===== src/rtl/tfec_pkg.sv =====
// ---------------------------------------------------------------------------
// tfec_pkg
// Shared codes and reset values for the three floor elevator controller.
// ---------------------------------------------------------------------------
package tfec_pkg;

   // motor drive codes
   typedef enum logic [1:0] {
      DRV_STOP = 2'd0,
      DRV_UP   = 2'd1,
      DRV_DOWN = 2'd2
   } drive_type;

   // decoded serial command codes
   typedef enum logic [2:0] {
      CMD_NONE      = 3'd0,
      CMD_CALL0     = 3'd1,
      CMD_CALL1     = 3'd2,
      CMD_CALL2     = 3'd3,
      CMD_EMERGENCY = 3'd4
   } command_type;

   // first-call preference, none when no end floor is preferred
   localparam logic [1:0] FIRST_NONE = 2'd3;

   // reset values
   localparam logic [7:0] DWELL_TICKS_RESET = 8'd5;
   localparam logic [2:0] BUTTONS_RELEASED  = 3'b111;
   localparam logic [2:0] SENSORS_AT_FLOOR0 = 3'b110;

endpackage


===== src/rtl/three_floor_elevator_controller_core.sv =====
// ---------------------------------------------------------------------------
// three_floor_elevator_controller_core
// Polling-step elevator controller: call tracking, stops, dwell, emergency
// and homing to floor 0.
// ---------------------------------------------------------------------------
// Usage:
//   req_* carries one polling step (active-low buttons and sensors, decoded
//   command, dwell tick). A transaction happens at a clock edge with
//   req_valid high and req_stall low.
//   rsp_* carries the status after that step, one transaction per request.
//   csr_wr_en / csr_wr_data write dwell_ticks; write only while idle.
// Evaluation and throughput:
//   the whole step is evaluated in the cycle of acceptance, and its status
//   is captured in the single result register. One step per clock is
//   sustained while rsp_stall is low.
// Stalls:
//   req_stall is high while a result waits and rsp_stall is high; once the
//   result leaves, a new step is taken in the same cycle.
// Reset:
//   synchronous, active high. The car starts homing down to floor 0, calls
//   clear and dwell_ticks returns to 5.
// ---------------------------------------------------------------------------
module three_floor_elevator_controller_core (
   input  logic       clock,
   input  logic       reset,
   // request channel
   input  logic       req_valid,
   output logic       req_stall,
   input  logic       req_button_floor0,
   input  logic       req_button_floor1,
   input  logic       req_button_floor2,
   input  logic       req_sensor_floor0,
   input  logic       req_sensor_floor1,
   input  logic       req_sensor_floor2,
   input  logic [2:0] req_command_code,
   input  logic       req_tick,
   // response channel
   output logic       rsp_valid,
   input  logic       rsp_stall,
   output logic [1:0] rsp_motor_drive,
   output logic       rsp_horn_on,
   output logic [1:0] rsp_current_floor,
   output logic       rsp_car_stopped,
   output logic       rsp_emergency_active,
   output logic [2:0] rsp_pending_calls,
   output logic       rsp_command_rejected,
   // configuration
   input  logic       csr_wr_en,
   input  logic [7:0] csr_wr_data
);

   // state registers
   logic [7:0]                dwell_ticks_ff;
   logic [2:0]                button_hist_ff, button_hist_in;
   logic [2:0]                sensor_hist_ff, sensor_hist_in;
   logic [2:0]                calls_ff,       calls_in;
   logic [1:0]                floor_ff,       floor_in;
   logic [1:0]                first_ff,       first_in;
   logic                      dwell_ff,       dwell_in;
   logic [7:0]                count_ff,       count_in;
   logic                      emerg_ff,       emerg_in;
   logic                      homing_ff,      homing_in;
   tfec_pkg::drive_type       drive_ff,       drive_in;
   logic                      horn_ff,        horn_in;
   logic                      rejected_in;

   // result register
   logic                      rsp_valid_ff;
   logic [1:0]                rsp_drive_ff;
   logic                      rsp_horn_ff;
   logic [1:0]                rsp_floor_ff;
   logic                      rsp_dwell_ff;
   logic                      rsp_emerg_ff;
   logic [2:0]                rsp_calls_ff;
   logic                      rsp_rejected_ff;

   logic                      req_accept;
   logic [2:0]                buttons;
   logic [2:0]                sensors;
   logic [2:0]                bfall;
   logic [2:0]                sfall;
   logic [8:0]                count_next;
   logic                      dwell_done;

   assign buttons = {req_button_floor2, req_button_floor1, req_button_floor0};
   assign sensors = {req_sensor_floor2, req_sensor_floor1, req_sensor_floor0};
   assign bfall   = button_hist_ff & ~buttons;
   assign sfall   = sensor_hist_ff & ~sensors;

   // handshake: stall only while a result waits on a stalled receiver
   assign req_stall  = rsp_valid_ff & rsp_stall;
   assign req_accept = req_valid & ~req_stall;

   // dwell timer end
   assign count_next = {1'b0, count_ff} + 9'd1;
   assign dwell_done = ~homing_ff & req_tick & dwell_ff &
                       (count_next >= {1'b0, dwell_ticks_ff});

   // one polling step
   always_comb begin
      calls_in    = calls_ff;
      floor_in    = floor_ff;
      first_in    = first_ff;
      dwell_in    = dwell_ff;
      count_in    = count_ff;
      emerg_in    = emerg_ff;
      homing_in   = homing_ff;
      drive_in    = drive_ff;
      horn_in     = horn_ff;
      rejected_in = 1'b0;

      // dwell tick
      if (!homing_ff && req_tick && dwell_ff) begin
         if (dwell_done) begin
            dwell_in = 1'b0;
            count_in = '0;
            if (emerg_ff) begin
               homing_in = 1'b1;
               drive_in  = tfec_pkg::DRV_DOWN;
            end
         end else begin
            count_in = count_next[7:0];
         end
      end

      if (homing_in) begin
         // homing ignores buttons, commands and ticks
         drive_in = tfec_pkg::DRV_DOWN;
         if (!sensors[0]) begin
            drive_in  = tfec_pkg::DRV_STOP;
            floor_in  = 2'd0;
            homing_in = 1'b0;
            emerg_in  = 1'b0;
            horn_in   = 1'b0;
         end
      end else begin
         // lowest falling button edge registers a call
         if (bfall[0]) begin
            calls_in[0] = 1'b1;
         end else if (bfall[1]) begin
            calls_in[1] = 1'b1;
         end else if (bfall[2]) begin
            calls_in[2] = 1'b1;
         end

         // command decode
         unique case (req_command_code)
            tfec_pkg::CMD_NONE: begin
            end
            tfec_pkg::CMD_CALL0: begin
               calls_in[0] = 1'b1;
            end
            tfec_pkg::CMD_CALL1: begin
               calls_in[1] = 1'b1;
            end
            tfec_pkg::CMD_CALL2: begin
               calls_in[2] = 1'b1;
            end
            tfec_pkg::CMD_EMERGENCY: begin
               drive_in = tfec_pkg::DRV_STOP;
               horn_in  = 1'b1;
               dwell_in = 1'b1;
               emerg_in = 1'b1;
               calls_in = '0;
            end
            default: begin
               rejected_in = 1'b1;
            end
         endcase

         // first-call preference between the end floors
         if (calls_in[2] && !calls_in[0]) begin
            first_in = 2'd2;
         end else if (calls_in[0] && !calls_in[2]) begin
            first_in = 2'd0;
         end

         // stop at a floor reached with a pending call, higher floor wins
         for (int i = 0; i < 3; i++) begin
            if (sfall[i] && calls_in[i]) begin
               calls_in[i] = 1'b0;
               floor_in    = 2'(i);
               if (first_in == 2'(i)) begin
                  first_in = tfec_pkg::FIRST_NONE;
               end
               drive_in = tfec_pkg::DRV_STOP;
               dwell_in = 1'b1;
            end
         end

         // motor decision
         if (!dwell_in) begin
            case (floor_in)
               2'd0: begin
                  if (calls_in[2:1] != 2'b00) begin
                     drive_in = tfec_pkg::DRV_UP;
                  end
               end
               2'd1: begin
                  if (calls_in[0] || calls_in[2]) begin
                     drive_in = (first_in == 2'd0) ? tfec_pkg::DRV_DOWN
                                                   : tfec_pkg::DRV_UP;
                  end
               end
               2'd2: begin
                  if (calls_in[1:0] != 2'b00) begin
                     drive_in = tfec_pkg::DRV_DOWN;
                  end
               end
               default: begin
               end
            endcase
         end
      end

      button_hist_in = buttons;
      sensor_hist_in = sensors;
   end

   // configuration register
   always_ff @(posedge clock) begin
      if (reset) begin
         dwell_ticks_ff <= tfec_pkg::DWELL_TICKS_RESET;
      end else if (csr_wr_en) begin
         dwell_ticks_ff <= csr_wr_data;
      end
   end

   // controller state, updated per transaction
   always_ff @(posedge clock) begin
      if (reset) begin
         button_hist_ff <= tfec_pkg::BUTTONS_RELEASED;
         sensor_hist_ff <= tfec_pkg::SENSORS_AT_FLOOR0;
         calls_ff       <= '0;
         floor_ff       <= '0;
         first_ff       <= tfec_pkg::FIRST_NONE;
         dwell_ff       <= 1'b0;
         count_ff       <= '0;
         emerg_ff       <= 1'b0;
         homing_ff      <= 1'b1;
         drive_ff       <= tfec_pkg::DRV_DOWN;
         horn_ff        <= 1'b0;
      end else if (req_accept) begin
         button_hist_ff <= button_hist_in;
         sensor_hist_ff <= sensor_hist_in;
         calls_ff       <= calls_in;
         floor_ff       <= floor_in;
         first_ff       <= first_in;
         dwell_ff       <= dwell_in;
         count_ff       <= count_in;
         emerg_ff       <= emerg_in;
         homing_ff      <= homing_in;
         drive_ff       <= drive_in;
         horn_ff        <= horn_in;
      end
   end

   // result valid
   always_ff @(posedge clock) begin
      if (reset) begin
         rsp_valid_ff <= 1'b0;
      end else if (req_accept) begin
         rsp_valid_ff <= 1'b1;
      end else if (!rsp_stall) begin
         rsp_valid_ff <= 1'b0;
      end
   end

   // result payload
   always_ff @(posedge clock) begin
      if (req_accept) begin
         rsp_drive_ff    <= drive_in;
         rsp_horn_ff     <= horn_in;
         rsp_floor_ff    <= floor_in;
         rsp_dwell_ff    <= dwell_in;
         rsp_emerg_ff    <= emerg_in | homing_in;
         rsp_calls_ff    <= calls_in;
         rsp_rejected_ff <= rejected_in;
      end
   end

   assign rsp_valid            = rsp_valid_ff;
   assign rsp_motor_drive      = rsp_drive_ff;
   assign rsp_horn_on          = rsp_horn_ff;
   assign rsp_current_floor    = rsp_floor_ff;
   assign rsp_car_stopped      = rsp_dwell_ff;
   assign rsp_emergency_active = rsp_emerg_ff;
   assign rsp_pending_calls    = rsp_calls_ff;
   assign rsp_command_rejected = rsp_rejected_ff;

   // checks
   a_accept_gives_result: assert property (@(posedge clock) disable iff (reset)
      req_accept |=> rsp_valid_ff)
      else $error("accepted transaction produced no result");

   a_horn_needs_emergency: assert property (@(posedge clock) disable iff (reset)
      (rsp_valid_ff && rsp_horn_ff) |-> rsp_emerg_ff)
      else $error("horn sounding without emergency");

   a_dwell_means_stopped: assert property (@(posedge clock) disable iff (reset)
      dwell_ff |-> (drive_ff == tfec_pkg::DRV_STOP))
      else $error("car moving while dwelling");

   a_homing_drives_down: assert property (@(posedge clock) disable iff (reset)
      homing_ff |-> (drive_ff == tfec_pkg::DRV_DOWN && !dwell_ff))
      else $error("homing without down drive");

endmodule

===== config.mk =====
export PLATFORM = sky130hd
export DESIGN_NAME = three_floor_elevator_controller_core
export DESIGN_NICKNAME = d
export VERILOG_FILES = /design/src/rtl/tfec_pkg.sv /design/src/rtl/three_floor_elevator_controller_core.sv
export SDC_FILE = /design/constraint.sdc
export NUM_CORES = 1
export LEC_CHECK = 0
export ABC_AREA = 0
export BUFFER_PORTS_ARGS = -buffer_cell sky130_fd_sc_hd__buf_2
export CAP_MARGIN = 10
export CORE_MARGIN = 2
export CORE_UTILIZATION = 60
export DETAILED_ROUTE_END_ITERATION = 16
export GPL_TIMING_DRIVEN = 0
export PLACE_DENSITY = 0.88
export SLEW_MARGIN = 5
export SYNTH_ARGS = -nofsm -noshare
export SYNTH_HDL_FRONTEND = slang
export SYNTH_SLANG_ARGS = --single-unit

===== constraint.sdc =====
create_clock -name clock -period 8.2 [get_ports clock]
set_input_delay 0.41 -clock clock [delete_from_list [all_inputs] [get_ports clock]]
set_output_delay 0.41 -clock clock [all_outputs]
set_load 0.03 [all_outputs]

==> results_dict.tcl, run 1 <==
set metrics [dict create \
    drc 0 \
    maxCapViolCount 0 \
    dp.cells 415 \
    final.setup.tns_ps 0 \
    power.static_leakage_nw 1.317 \
    outcome "finished clean" \
    port_buffers 31 \
    layout.cells.non_filler 423 \
    irDropWorstVdd_uv 118.7 \
    finish.instance_area_um2 3100 \
    antenna_found_initial 0 \
    die_span_x_um 72.00 \
    global_route.overflow_total 0 \
    via_count 2589 \
    first_pass_grt_wire_length_um 10970 \
    grt.total_usage_pct 26.65 \
    max_freq_ghz 0.2704 \
    maxSlewViolCount 0 \
    crit_path_max_fanout 7 \
    layout_common_cells "sky130_fd_sc_hd__nand2_1 (47), sky130_fd_sc_hd__nor2_1 (41), sky130_fd_sc_hd__dfxtp_1 (36), sky130_fd_sc_hd__buf_2 (33), sky130_fd_sc_hd__a21oi_1 (32)" \
    pin_count 36 \
    synthCells 332 \
    power.density_cell_area_nw_per_um2 171.7 \
    layout_commonest_cell "sky130_fd_sc_hd__nand2_1" \
    die_height_um 72.00 \
    placement.setup.worst_slack_ps 4675 \
    cts_resized 0 \
    final-hold-violation-count 0 \
    initialDrtViolationCount 219 \
    clkTransAtPathRegs_ps 90 \
    layout-area-overhead-vs-synth_pct 11.77 \
    fp.dieArea_um2 5183 \
    hpwlAfterDp_um 4609 \
    layout_worst_path_cycle_share_pct 45.11 \
    placement.cell_area_um2 2994 \
    proportion_of_synthesized_flip_flops_having_asynchronous_set_or_reset_pct 0 \
    antenna_cells_inserted 0 \
    clock-sinks 47 \
    post-route-min-period_ps 3699 \
    number_of_enable_type_register_cells_in_the_synthesized_netlist 11 \
    cp_data_required_time_ps 8350 \
    setup_repair_after_global_routing_missed_its_margin "no" \
    worst_clock_skew_ps 6.427 \
    postSynthAreaPerCell_um2 8.355 \
    worst_setup_path_end_kind "register" \
    netlist_area_um2 2774 \
    drive_above_1_share_pct 17.25 \
    via_per_inst 6.121 \
    cts_tree "done" \
    synthesis.nets 364 \
    synth-warning-count 0 \
    number_of_rows_created_at_floorplan 24 \
    max_slew_margin_pct 29.85 \
    worst_slack_ps 4501 \
    clk_latency_ps 310 \
    drt-pass1-iter-count 5 \
    worst-setup-path-type "reg2reg" \
    max-clock-path-buffers 2 \
    layout.area.seq_um2 1051 \
    total_cts_buffers 5 \
    area_of_the_multi_input_gates_um2 1615 \
    cts_post_setup_buffers_inserted 0 \
    drtAntennaViolNets 0 \
    worstSetupStartpointType "register" \
    worstPathArrival_ps 3850 \
    fillers 356 \
    clock_tree.htree_level_count 2 \
    hold_buffers 0 \
    routed_wire_length_per_instance_um 15.23 \
    cts.root.buffer_cell "sky130_fd_sc_hd__clkbuf_8" \
    wirelength_um 6442 \
    min_path_type "in2reg" \
    finalSetupViolCount 0 \
    layout.nets 402 \
    worst-slew-pin-transition_ps 1052 \
    effective_utilization_at_floorplan_pct 62.84 \
    sequential_element_share_of_the_synthesized_area_pct 37.89 \
    core_ar_um2 4414 \
    synth-seq-cells 47 \
    number_of_global_route_vias_before_repair 2366 \
    synth_cell_types 54 \
    routabilityCongestion 0.8957 \
    grt_start_max_net_pins 21 \
    synth_top_flop_cell "sky130_fd_sc_hd__dfxtp_1" \
]
[worst max-delay path, stage by stage, from the launching register on]
cell and delay, ps:
sky130_fd_sc_hd__dfxtp_1 420, sky130_fd_sc_hd__ha_1 260, sky130_fd_sc_hd__and3_1 170, sky130_fd_sc_hd__buf_2 140, sky130_fd_sc_hd__nand3_1 150, sky130_fd_sc_hd__xnor2_1 170
sky130_fd_sc_hd__ha_1 320, sky130_fd_sc_hd__nand2_1 60, sky130_fd_sc_hd__o21ai_0 400, sky130_fd_sc_hd__a221oi_4 180, sky130_fd_sc_hd__a221oi_2 440, sky130_fd_sc_hd__nand4_1 190
sky130_fd_sc_hd__o311ai_4 400, sky130_fd_sc_hd__nor2_2 90, sky130_fd_sc_hd__nor2_1 140
[flip-flops by register name, indices dropped and copies added (netlist names), 2 cells and up]
name,cells
first_ff,2
rsp_motor_drive,2
rsp_current_floor,2
drive_ff,2
button_hist_ff,3
dwell_ticks_ff,8
sensor_hist_ff,3
floor_ff,2
count_ff,8
rsp_pending_calls,3
calls_ff,3
[final timing paths]
path | from | endpoint | slack [ps] | cells after the start
max reg2reg | count_ff[0]$_SDFFE_PP0P_ | rsp_motor_drive[1]$_DFFE_PP_ | 4500 | 14
min | csr_wr_data[0] | dwell_ticks_ff[0]$_SDFFE_PP1P_ | 320 | 3
max | count_ff[0]$_SDFFE_PP0P_ | rsp_motor_drive[1]$_DFFE_PP_ | 4500 | 14
min reg2reg | sensor_hist_ff[0]$_SDFFE_PP0P_ | sensor_hist_ff[0]$_SDFFE_PP0P_ | 470 | 2
[cell usage after synthesis, types with 2 or more instances]
master,number,area (um2)
sky130_fd_sc_hd__nand2_1,47,176.4
sky130_fd_sc_hd__nand2_2,2,12.51
sky130_fd_sc_hd__dfxtp_1,36,720.7
sky130_fd_sc_hd__or3_1,2,12.51
sky130_fd_sc_hd__nor2b_1,10,62.56
sky130_fd_sc_hd__a221oi_2,2,30.03
sky130_fd_sc_hd__xnor2_1,3,26.28
sky130_fd_sc_hd__a221o_1,2,20.02
sky130_fd_sc_hd__nor2_1,41,153.9
sky130_fd_sc_hd__and3_1,6,37.54
sky130_fd_sc_hd__buf_2,2,10.01
sky130_fd_sc_hd__edfxtp_1,11,330.3
sky130_fd_sc_hd__o31ai_1,2,15.01
sky130_fd_sc_hd__clkbuf_1,7,26.28
sky130_fd_sc_hd__nand3_1,19,95.09
sky130_fd_sc_hd__o22ai_1,3,18.77
sky130_fd_sc_hd__o211ai_1,2,15.01
sky130_fd_sc_hd__a21o_1,3,22.52
sky130_fd_sc_hd__a21oi_1,32,160.2
sky130_fd_sc_hd__ha_1,9,112.6
sky130_fd_sc_hd__o31ai_2,2,25.02
sky130_fd_sc_hd__a311oi_1,2,17.52
sky130_fd_sc_hd__nand2b_1,7,43.79
sky130_fd_sc_hd__mux2i_1,9,90.09
sky130_fd_sc_hd__xor2_1,3,26.28
sky130_fd_sc_hd__nor3_1,4,20.02
sky130_fd_sc_hd__o21ai_0,21,105.1
sky130_fd_sc_hd__a221oi_4,2,52.55
sky130_fd_sc_hd__inv_1,15,56.30
sky130_fd_sc_hd__nor2_2,2,12.51
[cell type report]
| cell class | instances | area share (%) |
|---|---|---|
| plain buffers | 11 | 1.655 |
| clock buffers | 7 | 2.462 |
| clock inverters | 1 | 0.9685 |
| inverters | 15 | 1.816 |
| multi-input cells | 259 | 52.10 |
| flip-flops and latches | 47 | 33.90 |
| well taps | 52 | 2.098 |
| repair buffers | 31 | 5.004 |
[report_power, final]
part | leakage (nW) | total (W) | switching [W] | internal [W]
combinational | 0.859 | 0.000106 | 0.0000686 | 0.0000373
sequential | 0.405 | 0.000257 | 0.00000767 | 0.000249
clock | 0.0524 | 0.000170 | 0.0000784 | 0.0000913
total | 1.32 | 0.000532 | 0.000155 | 0.000378
[through the flow]
| stage | total power (W) | hold slack, ps | utilization [%] |
|---|---|---|---|
| 2_1_floorplan | 0.0003381 | 432.6 | - |
| 3_3_place_gp | 0.0003635 | 440.4 | 67.83 |
| 3_5_place_dp | 0.0003652 | 454.1 | 67.83 |
| 4_1_cts | 0.0005340 | 322.5 | 70.24 |
| 5_1_grt | 0.0005542 | 345.2 | 70.24 |
| 6_report | 0.0005325 | 322.1 | 70.24 |
[cell families (layout without fill, tap and decap cells)]
logic type               count (synthesis)  in the layout  synth area share (%)
AO/OA/AOI/OAI                           84             84                 22.78
XOR/XNOR                                 6              6                 1.895
adder cells (fa/ha/maj)                  9              9                 4.060
buffers and inverters                   26             65                 3.879
flip-flops                              47             47                 37.89
multiplexers                             9              9                 3.248
AND/OR/NAND/NOR                        151            151                 26.25
[metal layers]
layer  GRT usage, %  part of all wire [%]  up-vias
met3          4.306                   7.6       14
met1          36.53                    45     1211
met4          10.06                   1.9        0
met5              0                     0        -
met2          42.49                    45      109
li1               -                     -     1255
(Power assumes the default switching activity.)
==> run 2, diff against run 1 <==
CORE_UTILIZATION = 52   (was 60)
PLACE_DENSITY = 0.82   (was 0.88)
clock period = 3 ns   (was 8.2 ns; I/O delays follow)
==> run 2 against run 1 <==
Net effect: the flow now finishes with violations (negative setup slack); non-clock buffer count increased by 9; critical path depth stayed put; maximum frequency increased by 23%; utilization shrank 5.7 points; clock skew up 3.2 ps; clock power grew to 2.5 times the previous value; cell area increased by 6.9%; total power increased to 2.7 times the previous value; global-route usage shrank 3.2 points; routed wire length is 4.3% higher; via count down 1.4%.
==> results_dict.tcl, run 2 (synthesis results as in run 1) <==
set metrics [dict create \
    worst_setup_path_end_kind "register" \
    part_of_the_power_in_the_clock_network_pct 29.9 \
    max-clock-path-buffers 2 \
    clkTransAtPathRegs_ps 90 \
    cts_tree "done" \
    met1_wire_length_um 2753 \
    global_route.overflow_total 0 \
    violations "negative setup slack" \
    r2r_end "rsp_motor_drive[0]$_DFFE_PP_" \
    worst_clock_skew_ps 9.652 \
    layout_worst_path_cycle_share_pct 100.5 \
    clock-sinks 47 \
    number_of_global_route_vias_before_repair 2416 \
    layout.cells.non_filler 450 \
    top_layer_used "met4" \
    grt_start_max_net_pins 21 \
    clock_tree.htree_level_count 2 \
    seq_power_share_pct 48.8 \
    worst_slack_ps -14.84 \
    cts.root.buffer_cell "sky130_fd_sc_hd__clkbuf_8" \
    p_int_w 0.001007 \
    via_count 2553 \
    core_ar_um2 5140 \
    post-layout-total-power_w 0.001436 \
    timing.reg2reg.worst_path_depth 14 \
    drt-pass1-iter-count 5 \
    routabilityCongestion 0.9013 \
    effective_utilization_at_floorplan_pct 53.97 \
    drive_above_1_share_pct 25.00 \
    worstPathArrival_ps 3060 \
    post-route-min-period_ps 3015 \
    maxCapViolCount 0 \
    finalSetupViolCount 3 \
    clk_latency_ps 310 \
    final_core_util_pct 64.51 \
    power.static_leakage_nw 1.386 \
    worst-slew-pin-transition_ps 1101 \
    max_freq_ghz 0.3317 \
    initialDrtViolationCount 132 \
    final.setup.tns_ps -27.68 \
    met2_length_um 3438 \
    drc 0 \
    comb_power_share_pct 21.3 \
    fp.dieArea_um2 5934 \
    wirelength_um 6720 \
    min_path_type "in2reg" \
    routed_wire_length_per_instance_um 14.93 \
    total_cts_buffers 5 \
    power.density_cell_area_nw_per_um2 433.2 \
    worst_hold_path.num_cells 3 \
    sw_frac_of_total_pct 29.89 \
    outcome "finished with violations" \
    irDropWorstVdd_uv 234.7 \
    die_height_um 77.04 \
    max_slew_margin_pct 26.59 \
    via_per_inst 5.673 \
    reg.largest.list "count_ff x8, dwell_ticks_ff x8" \
    hpwlAfterDp_um 4640 \
    worst-setup-path-type "reg2reg" \
    critPathMaxStageDelay_ps 420 \
    critical-path-slowest-cell "sky130_fd_sc_hd__nor3_1" \
    first_pass_grt_wire_length_um 11140 \
    fillers 463 \
    regToRegSetupSlack_ps -10 \
    port_buffers 31 \
    number_of_rows_created_at_floorplan 26 \
    final-hold-violation-count 0 \
    drtAntennaViolNets 0 \
    antenna_found_initial 0 \
    layout_commonest_cell "sky130_fd_sc_hd__nand2_1" \
    worstSetupStartpointType "register" \
    timing.critical_path.cells "ha_4, and3_4, buf_6, nand3_4, xnor2_2, ha_1, nand2_1, o21ai_2, a221oi_4, buf_4, nor2_1, nor2b_1, nor3_1, nor4b_2" \
    hold_path_startpoint "csr_wr_data[2]" \
    layout.nets 411 \
    layout_common_cells "sky130_fd_sc_hd__nand2_1 (44), sky130_fd_sc_hd__nor2_1 (38), sky130_fd_sc_hd__dfxtp_1 (32), sky130_fd_sc_hd__buf_2 (31), sky130_fd_sc_hd__a21oi_1 (30)" \
    setup_repair_after_global_routing_missed_its_margin "yes" \
    dp.cells 433 \
    antenna_cells_inserted 0 \
    pin_count 36 \
    min_delay_worst_endpoint "dwell_ticks_ff[2]$_SDFFE_PP1P_" \
    met3_wirelength_um 366 \
    cp_data_required_time_ps 3040 \
    grt.total_usage_pct 23.47 \
    timing.rr.start "count_ff[0]$_SDFFE_PP0P_" \
    crit_path_max_fanout 5 \
    die_span_x_um 77.04 \
    hold_buffers 0 \
    layout-area-overhead-vs-synth_pct 19.53 \
    power_switching_w 0.0004294 \
    maxSlewViolCount 0 \
]
==> run 2: changes by cell type in the layout (fill, tap and decap cells not counted), moves of 3 or more <==
cell,previous run,this run
sky130_fd_sc_hd__buf_4,0,8
sky130_fd_sc_hd__buf_6,1,4
sky130_fd_sc_hd__dfxtp_1,36,32
sky130_fd_sc_hd__nand2_1,47,44
sky130_fd_sc_hd__nand2_2,2,5
sky130_fd_sc_hd__nor2_1,41,38
sky130_fd_sc_hd__nor2_4,0,3
==> run 2: layout make-up <==
class | instances | area [um2] | area share (%)
Buffer | 11 | 63.81 | 1.925
Clock buffer | 6 | 93.84 | 2.830
Clock inverter | 2 | 13.76 | 0.4151
Inverter | 15 | 56.30 | 1.698
Multi-Input combinational cell | 259 | 1713 | 51.66
Sequential cell | 47 | 1061 | 32.00
Tap cell | 70 | 87.58 | 2.642
Timing Repair Buffer | 40 | 226.5 | 6.830
==> run 2: power by group through the flow <==
stage	Combinational, W	Sequential, W	Clock, W
after floorplan	0.000190	0.000736	0
after global placement	0.000279	0.000715	0
after detailed placement	0.000284	0.000716	0
after CTS	0.000296	0.000701	0.000441
after global routing	0.000335	0.000706	0.000467
final	0.000306	0.000701	0.000429
==> run 2: stage by stage <==
step	hold WS, ps	cell area, um2	setup WS [ps]
CTS	53.15	3233	5.270
finish	51.37	3316	-14.84
detailed placement	375.0	3023	-308.4
global placement	367.6	3023	-273.3
global route	64.79	3316	-180.8
floorplan	274.1	2780	8.351
==> run 2: how the worst max path moves through the flow <==
| stage | startpoint | endpoint | cells after the start |
|---|---|---|---|
| global placement | count_ff[0]$_SDFFE_PP0P_ | first_ff[0]$_SDFFE_PP1P_ | 14 |
| detailed placement | count_ff[0]$_SDFFE_PP0P_ | rsp_motor_drive[1]$_DFFE_PP_ | 13 |
| CTS | count_ff[0]$_SDFFE_PP0P_ | drive_ff[1]$_SDFFE_PP1P_ | 14 |
| finish | count_ff[0]$_SDFFE_PP0P_ | rsp_motor_drive[0]$_DFFE_PP_ | 14 |
| global route | count_ff[0]$_SDFFE_PP0P_ | drive_ff[1]$_SDFFE_PP1P_ | 14 |
| floorplan | count_ff[0]$_SDFFE_PP0P_ | rsp_motor_drive[0]$_DFFE_PP_ | 13 |
==> run 2: per-layer routing <==
metal / global-route usage [%] / up-vias
met2: 41.32 / 85
met3: 4.824 / 19
met4: 9.821 / 0
met5: 0 / -
met1: 27.74 / 1167
li1: - / 1282
==> run 2: what timing repair did <==
action,in CTS,in global routing
pin swaps,10,2
buffers inserted,8,1
cloned,0,0
endpoints found under the setup margin,26,23
resized for setup,12,20
hold endpoints to repair,0,0
==> run 2: worst max-delay path, delay by kind of cell (launching register included) <==
family	cells	cell delay, ps
and+or+nand+nor	7	1120
adders and majority gates	2	480
DFF	1	380
buffers and inverters	2	310
AOI/OAI and AO/OA	2	310
xor gates and xnor gates	1	150
==> run 3, diff against run 2 <==
SETUP_SLACK_MARGIN = 0.3   (was default)
==> run 3 against run 2 <==
Net effect: the flow now finishes without violations; die area unchanged; sequential power barely moved; sequential share of layout area is 2.5 points lower; clock power rose by 9.1%; clock skew grew 1.4 ps; critical endpoint unchanged; largest cell class unchanged; highest routed layer unchanged.
==> results_dict.tcl, run 3 (synthesis results as in run 1) <==
set metrics [dict create \
    finalSetupViolCount 0 \
    clk_latency_ps 310 \
    clkTransAtPathRegs_ps 90 \
    met1_wire_length_um 3211 \
    wirelength_um 7920 \
    worstPathArrival_ps 3120 \
    setup_repair_after_global_routing_missed_its_margin "yes" \
    pin_count 36 \
    irDropWorstVdd_uv 237.6 \
    antenna_cells_inserted 0 \
    max_freq_ghz 0.3341 \
    fillers 400 \
    global_route.overflow_total 0 \
    min_path_type "in2reg" \
    effective_utilization_at_floorplan_pct 53.97 \
    critical-path-slowest-cell "sky130_fd_sc_hd__dfxtp_2" \
    outcome "finished clean" \
    cts.root.buffer_cell "sky130_fd_sc_hd__clkbuf_8" \
    number_of_rows_created_at_floorplan 26 \
    max_slew_margin_pct 22.39 \
    layout.nets 420 \
    drtAntennaViolNets 0 \
    layout_commonest_cell "sky130_fd_sc_hd__nand2_1" \
    regToRegSetupSlack_ps 7 \
    number_of_global_route_vias_before_repair 2584 \
    max-clock-path-buffers 2 \
    met2_length_um 3866 \
    drt-pass1-iter-count 5 \
    layout_common_cells "sky130_fd_sc_hd__nand2_1 (39), sky130_fd_sc_hd__nor2_1 (34), sky130_fd_sc_hd__dfxtp_1 (31), sky130_fd_sc_hd__buf_2 (31), sky130_fd_sc_hd__a21oi_1 (25)" \
    critPathMaxStageDelay_ps 390 \
    grt_start_max_net_pins 21 \
    final-hold-violation-count 0 \
    top_layer_used "met4" \
    crit_path_max_fanout 5 \
    port_buffers 31 \
    path_common_cell "sky130_fd_sc_hd__nand3_1" \
    worst-setup-path-type "reg2reg" \
    worstPathBufferInverterCount 1 \
    worst_clock_skew_ps 11.08 \
    drc 0 \
    layout_worst_path_cycle_share_pct 99.77 \
    total_cts_buffers 5 \
    die_span_x_um 77.04 \
    initialDrtViolationCount 218 \
    clock-sinks 47 \
    holdWs_ps 64.11 \
    routed_wire_length_per_instance_um 17.25 \
    met3_wirelength_um 558 \
    grt.total_usage_pct 25.04 \
    worst-slew-pin-transition_ps 1164 \
    hold_buffers 0 \
    core_ar_um2 5140 \
    first_pass_grt_wire_length_um 11870 \
    via_count 2800 \
    antenna_found_initial 0 \
    layout.cells.non_filler 459 \
    power.static_leakage_nw 1.474 \
    maxSlewViolCount 0 \
    post-layout-total-power_w 0.001520 \
    clock_tree.htree_level_count 2 \
    reg.largest.list "count_ff x8, dwell_ticks_ff x8" \
    fp.dieArea_um2 5934 \
    final.setup.tns_ps 0 \
    dp.cells 433 \
    via_per_inst 6.100 \
    die_height_um 77.04 \
    drive_above_1_share_pct 33.42 \
    maxCapViolCount 0 \
    worst_setup_path_end_kind "register" \
    final_core_util_pct 69.99 \
    layout-area-overhead-vs-synth_pct 29.68 \
    power.density_cell_area_nw_per_um2 422.6 \
    cp_data_required_time_ps 3120 \
    routabilityCongestion 0.9329 \
    post-route-min-period_ps 2993 \
    cts_tree "done" \
    worstSetupStartpointType "register" \
    timing.critical_path.cells "nand3_2, nor2_4, nand3_1, xnor2_2, ha_4, nand3_1, nor2_2, a221oi_4, a221oi_2, buf_4, nand4b_1, o311ai_4, nor4b_2" \
    cell_type_group_with_the_largest_total_delay_on_the_critical_path "simple AND/OR/NAND/NOR gates" \
    hpwlAfterDp_um 4831 \
]
## run 3: changes by cell type in the layout (fill, tap and decap cells not counted), moves of 3 or more
cell / delta
sky130_fd_sc_hd__buf_6: +3
sky130_fd_sc_hd__buf_4: +3
sky130_fd_sc_hd__nor2_4: +3
sky130_fd_sc_hd__a21oi_1: -5
sky130_fd_sc_hd__o21ai_2: +5
sky130_fd_sc_hd__nor2_1: -4
sky130_fd_sc_hd__a21oi_2: +6
sky130_fd_sc_hd__o21ai_0: -8
sky130_fd_sc_hd__nand2_1: -5
## run 3: final timing paths
kind,startpoint,endpoint,cells past startpoint
worst max-delay path,count_ff[2]$_SDFFE_PP0P_,rsp_motor_drive[0]$_DFFE_PP_,13
worst min-delay path,csr_wr_data[0],dwell_ticks_ff[0]$_SDFFE_PP1P_,3
worst max register to register,count_ff[2]$_SDFFE_PP0P_,rsp_motor_drive[0]$_DFFE_PP_,13
worst min register to register,sensor_hist_ff[2]$_SDFFE_PP1P_,sensor_hist_ff[2]$_SDFFE_PP1P_,2
## run 3: area by class of cell
class	count	area [um2]	share of cell area, %
Multi-Input combinational cell	259	1888	52.49
Sequential cell	47	1062	29.53
Timing Repair Buffer	49	329.1	9.148
Tap cell	70	87.58	2.435
Clock buffer	7	76.32	2.122
Buffer	11	67.56	1.878
Inverter	15	56.30	1.565
Clock inverter	1	30.03	0.8348
## run 3: report_power, final
part | internal (W) | switching (W)
Clock | 0.000250 | 0.000219
Combinational | 0.000133 | 0.000217
Sequential | 0.000679 | 0.0000227
## run 3: metrics by stage
step | cell area [um2] | setup slack (ps)
after floorplan | 2853 | 214.6
after global placement | 3095 | -71.30
after detailed placement | 3095 | -103.8
after CTS | 3385 | 1.334
after global routing | 3597 | -95.45
final | 3597 | 6.854
## run 3: timing repair
action                                 4_1_cts  5_1_grt
pin swaps                                   22       21
setup buffers                               10        7
gates cloned                                 1        0
gates resized for setup                     35       31
setup endpoints to repair                   28       30
endpoints found under the hold margin        0        0
## run 3: tightest hold or removal path: cells and delay by family
family / cells / cell delay [ps]
AND/OR/NAND/NOR: 1 / 60
buffers and inverters: 1 / 70
multiplexers: 1 / 60
## run 3: layer usage
layer,global-route usage [%],vias to the layer above
met3,4.471,36
met5,0,-
met2,42.54,145
li1,-,1294
met4,13.39,0
met1,30.10,1325
